`config.mk`:
```
export PLATFORM = sky130hd
export DESIGN_NAME = vi_ctrl
export DESIGN_NICKNAME = d
export VERILOG_FILES = /design/src/sv/vi_pkg.sv /design/src/sv/vi_ctrl.sv
export VERILOG_INCLUDE_DIRS = /design/src /design/src/sv
export SDC_FILE = /design/constraint.sdc
export NUM_CORES = 1
export LEC_CHECK = 0
export BUFFER_PORTS_ARGS = -buffer_cell sky130_fd_sc_hd__buf_2
export CAP_MARGIN = 20
export CORE_AREA = 2 2 39 41
export DETAILED_ROUTE_END_ITERATION = 12
export DIE_AREA = 0 0 41 43
export PLACE_DENSITY = 0.43
export SLEW_MARGIN = 15
export SYNTH_ARGS = -nofsm -noshare
export SYNTH_HDL_FRONTEND = slang
export SYNTH_SLANG_ARGS = --single-unit
```
`constraint.sdc`:
```
create_clock -name aclk -period 2 [get_ports aclk]
set_input_delay 0.1 -clock aclk [delete_from_list [all_inputs] [get_ports aclk]]
set_output_delay 0.1 -clock aclk [all_outputs]
set_load 0.005 [all_outputs]
```
`src/sv/vortex_indicator_top_macros.svh`:
```
// ----------------------------------------------------------------------------
// Vortex indicator assertion macros
// Concurrent checks that compile away when SYNTHESIS is defined.
// ----------------------------------------------------------------------------
`ifndef VORTEX_INDICATOR_TOP_MACROS_SVH
`define VORTEX_INDICATOR_TOP_MACROS_SVH

`ifndef SYNTHESIS
// Check a consequent in the same cycle as its antecedent
`define VI_ASSERT_SAME(lbl, clk, rstn, ante, cons, msg) \
    lbl: assert property (@(posedge clk) disable iff (!rstn) (ante) |-> (cons)) \
        else $error(msg);
// Check a consequent in the cycle after its antecedent
`define VI_ASSERT_NEXT(lbl, clk, rstn, ante, cons, msg) \
    lbl: assert property (@(posedge clk) disable iff (!rstn) (ante) |=> (cons)) \
        else $error(msg);
`else
`define VI_ASSERT_SAME(lbl, clk, rstn, ante, cons, msg)
`define VI_ASSERT_NEXT(lbl, clk, rstn, ante, cons, msg)
`endif

`endif

```
`src/sv/vi_pkg.sv`:
```
// ----------------------------------------------------------------------------
// Vortex indicator package
// Shared constants, controller states and controller/datapath interface types.
// ----------------------------------------------------------------------------
package vi_pkg;

    // Defaults for the top-level parameters
    localparam int DEF_MAX_WINDOW = 256;
    localparam int DEF_PRICE_BITS = 24;

    // Window length register
    localparam int WLEN_W     = 8;
    localparam int DEF_WINDOW = 14;
    localparam int MIN_WINDOW = 2;

    // Ratio format: unsigned Q4.16, difference signed Q4.16 plus sign
    localparam int FRAC_BITS  = 16;
    localparam int INT_BITS   = 4;
    localparam int RATIO_BITS = INT_BITS + FRAC_BITS;
    localparam int DIFF_BITS  = RATIO_BITS + 1;

    // Result channel packing
    localparam int OUT_DATA_W = 64;
    localparam int OUT_PAD_W  = OUT_DATA_W - 2 * RATIO_BITS - DIFF_BITS;
    localparam int OUT_USER_W = 2;

    // Controller states
    typedef enum logic [4:0] {
        S_IDLE  = 5'b00001,
        S_SUM   = 5'b00010,
        S_START = 5'b00100,
        S_DIV   = 5'b01000,
        S_OUT   = 5'b10000
    } vi_state_t;

    // Controller to datapath commands
    typedef struct packed {
        logic load_in;
        logic update;
        logic div_start;
        logic out_load;
    } vi_cmd_t;

    // Datapath to controller status
    typedef struct packed {
        logic div_done;
    } vi_sts_t;

endpackage

```
`src/sv/vi_ctrl.sv`:
```
// ----------------------------------------------------------------------------
// Vortex indicator controller
// Sequences one bar through term capture, window update, division and the
// result register, and drives the stream handshakes.
// ----------------------------------------------------------------------------
`include "vortex_indicator_top_macros.svh"

module vi_ctrl import vi_pkg::*; (
    input  logic    aclk,
    input  logic    aresetn,
    input  logic    s_tvalid,
    output logic    s_tready,
    output logic    m_tvalid,
    input  logic    m_tready,
    input  vi_sts_t sts,
    output vi_cmd_t cmd
);

    vi_state_t state_reg;
    vi_state_t state_next;
    logic      m_tvalid_reg;
    logic      m_tvalid_next;

    // Next state and commands
    always_comb begin
        cmd        = '0;
        state_next = state_reg;
        unique case (state_reg)
            S_IDLE: begin
                if (s_tvalid) begin
                    cmd.load_in = 1'b1;
                    state_next  = S_SUM;
                end
            end
            S_SUM: begin
                cmd.update = 1'b1;
                state_next = S_START;
            end
            S_START: begin
                cmd.div_start = 1'b1;
                state_next    = S_DIV;
            end
            S_DIV: begin
                if (sts.div_done) begin
                    state_next = S_OUT;
                end
            end
            S_OUT: begin
                if (!m_tvalid_reg || m_tready) begin
                    cmd.out_load = 1'b1;
                    state_next   = S_IDLE;
                end
            end
            default: begin
                state_next = S_IDLE;
            end
        endcase
    end

    // Hold the result until the receiver takes it
    always_comb begin
        if (cmd.out_load) begin
            m_tvalid_next = 1'b1;
        end else if (m_tready) begin
            m_tvalid_next = 1'b0;
        end else begin
            m_tvalid_next = m_tvalid_reg;
        end
    end

    always_ff @(posedge aclk) begin
        if (!aresetn) begin
            state_reg    <= S_IDLE;
            m_tvalid_reg <= 1'b0;
        end else begin
            state_reg    <= state_next;
            m_tvalid_reg <= m_tvalid_next;
        end
    end

    assign s_tready = (state_reg == S_IDLE);
    assign m_tvalid = m_tvalid_reg;

    `VI_ASSERT_NEXT(a_accept_busy, aclk, aresetn, s_tvalid && s_tready, !s_tready, "request accepted while busy")
    `VI_ASSERT_SAME(a_out_free, aclk, aresetn, cmd.out_load, !m_tvalid_reg || m_tready, "result overwritten")
    `VI_ASSERT_SAME(a_done_in_div, aclk, aresetn, sts.div_done, state_reg == S_DIV, "stray divider done")

endmodule

```
==> summary.txt <==
GR Util All Layers: 9.74%
CP arrival: 1.31 ns
detailed-route DRC error count: 0
port bufs: 10
post-CTS sizing: 0
Initial Util: 23.4%
largest family of logic cells by synthesized area: simple AND/OR/NAND/NOR gates
worst vdd ir: 264 uV
Crit path max-delay family: simple AND/OR/NAND/NOR gates
Slowest-stage cell, CP: dfxtp_1
worst min-delay path class: primary input to flip-flop
setup repair bufs after CTS: 0
CP max stage delay: 0.44 ns
total gr overflow: 0
drt via density: 4.61
Pleak: 0.198 nW
top cell type's share of synthesized area: 37.1%
WHS Endpoint: state_reg[2]
WHS Path Cells: 2
DR vias: 309
most frequent cells in the layout: 10 x buf_2, 6 x dfxtp_1, 4 x inv_1, 4 x a21oi_1
hold path startpoint: aresetn
initial antenna violation count: 0
R2R Path Start: state_reg[3]
DRT Pass-1 Iters: 4
worst setup path class: flip-flop to primary output
WL per Instance: 10.1 um
CP required: 1.90 ns
Final Max Slew Viols: 0
Worst Setup End Kind: primary output
max_slew headroom: 82.9%
Seq/Total Area, Yosys: 37.1%
Syn Inst Count: 39
clock sinks: 6
die area: 0.00176 mm2
# nets final: 58
Syn-to-layout area delta: 26.3%
Max Freq: 0.712 GHz
worst slew pin tran: 0.256 ns
CTS clk-pin slew, worst paths: 0.05 ns
HPWL Detailed: 540 um
kind of start point of the critical path: flip-flop
CTS Buffer Depth: 2
R2R Path End: state_reg[0]
# rows: 14
n_diodes: 0
Final Hold Slack: 0.0876 ns
Fill cells: 154
vias in the first global route: 265
max FFs per register: 5
layout cell share with drive strength beyond 1: 29.4%
most common cell after layout, fill and taps aside: buf_2
die width: 41 um
CTS buffer count: 3
max cap viols: 0
root buf cell: clkbuf_4
Chip Height: 43 um
DR iter-0 viols: 6
# hold bufs at CTS: 0
htree depth: 1
Final Hold Viols: 0
post-synthesis compound-gate area fraction: 17.4%
area leader, netlist: dfxtp_1
Adder-Cell Fraction of Synth Area: 0%
final period utilization: 70.3%
Final Setup Violations: 0
clk_skew: 0.00105 ns
largest cells by area after synthesis: dfxtp_1 37%, a21oi_1 6.2%, inv_1 4.6%
Synth Area in Simple Gates: 35.9%
CORE AREA: 0.00138 mm2
later-pin clock latency in the skew report: 0.24 ns
setup TNS: 0 ns
total power: 0.000342 W
GP Congestion: 0.760
Post-Syn Nets: 44
post-route ant nets: 0
Worst Path Buf+Inv: 1
# IOs: 11
critical path, cell by cell: nor2_1 > and3_2 > and2_1 > buf_2
R2R depth: 3
CTS tree: done
multiplexer share of the synthesized area: 0%
first-pass GRT wire length: 1110 um
distinct cell type count after synthesis: 21
Tmin final: 1.41 ns
worst reg2reg setup slack: 0.87 ns
largest net degree at the start of global routing: 11
status: finished clean
RSZ-0062 raised after global routing: false
Syn Std Cell Area: 324 um2
Synth Warn #: 0
Syn Area/Cell: 8.31 um2
Synth Area in XOR/XNOR: 2.70%
DRT Wirelength: 679 um
Yosys reg bits: 6
worst-path fanout max: 7
PD cells: 836 mW/mm2
[cell type report]
type                       instances  area [um2]  area share (%)
multi-input combinational         28         181            44.3
timing repair buffer              10        50.0            12.2
clock buffer                       3        22.5            5.50
tap                               16        20.0            4.89
inverter                           4        15.0            3.67
sequential                         6         120            29.4
[through the flow]
stage / instances / cell area, um2 / setup WS (ns) / util, %
3_3_place_gp: 64 / 387 / 0.841 / 27.9
4_1_cts: 67 / 409 / 0.587 / 29.6
2_1_floorplan: 39 / 324 / 0.980 / -
3_5_place_dp: 64 / 387 / 0.860 / 27.9
6_report: 67 / 409 / 0.595 / 29.6
5_1_grt: 67 / 409 / 0.483 / 29.6
[how the worst max path moves through the flow]
stage | start | end | cells past startpoint
after floorplan | state_reg[0] | state_reg[0] | 3
after global placement | state_reg[3] | cmd[3] | 4
after detailed placement | state_reg[3] | cmd[3] | 4
after CTS | state_reg[3] | cmd[3] | 4
after global routing | state_reg[3] | cmd[3] | 4
final | state_reg[3] | cmd[3] | 4
[report_power, final]
part,switching (W),internal (W),total (W)
Sequential,0.0000189,0.000131,0.000150
Clock,0.0000461,0.0000681,0.000114
Combinational,0.0000333,0.0000450,0.0000783
[kinds of logic (layout without fill, tap and decap cells)]
group	Yosys count	after routing
and+or+nand+nor	18	18
AOI/OAI and AO/OA	9	9
DFF	6	6
buffers and inverters	5	17
xor gates and xnor gates	1	1
[synth_stat cells]
master / count
a41o_1: 1
and2_1: 2
nand4_1: 1
nor3b_1: 2
and2b_1: 1
and4bb_2: 1
nor2_1: 2
and3_1: 1
a21oi_1: 4
nand2_1: 3
o21ai_0: 2
nand4b_1: 1
and3_2: 1
o211ai_1: 1
nor3_1: 2
dfxtp_1: 6
inv_1: 4
buf_4: 1
a31o_1: 1
xor2_1: 1
nand4bb_1: 1
[per-layer routing]
| layer | routed length (um) | GRT usage [%] |
|---|---|---|
| met5 | 0 | 0 |
| met4 | 0 | 6.00 |
| met3 | 58 | 4.71 |
| met2 | 293 | 11.6 |
| met1 | 328 | 13.5 |
(Power assumes the default switching activity.)
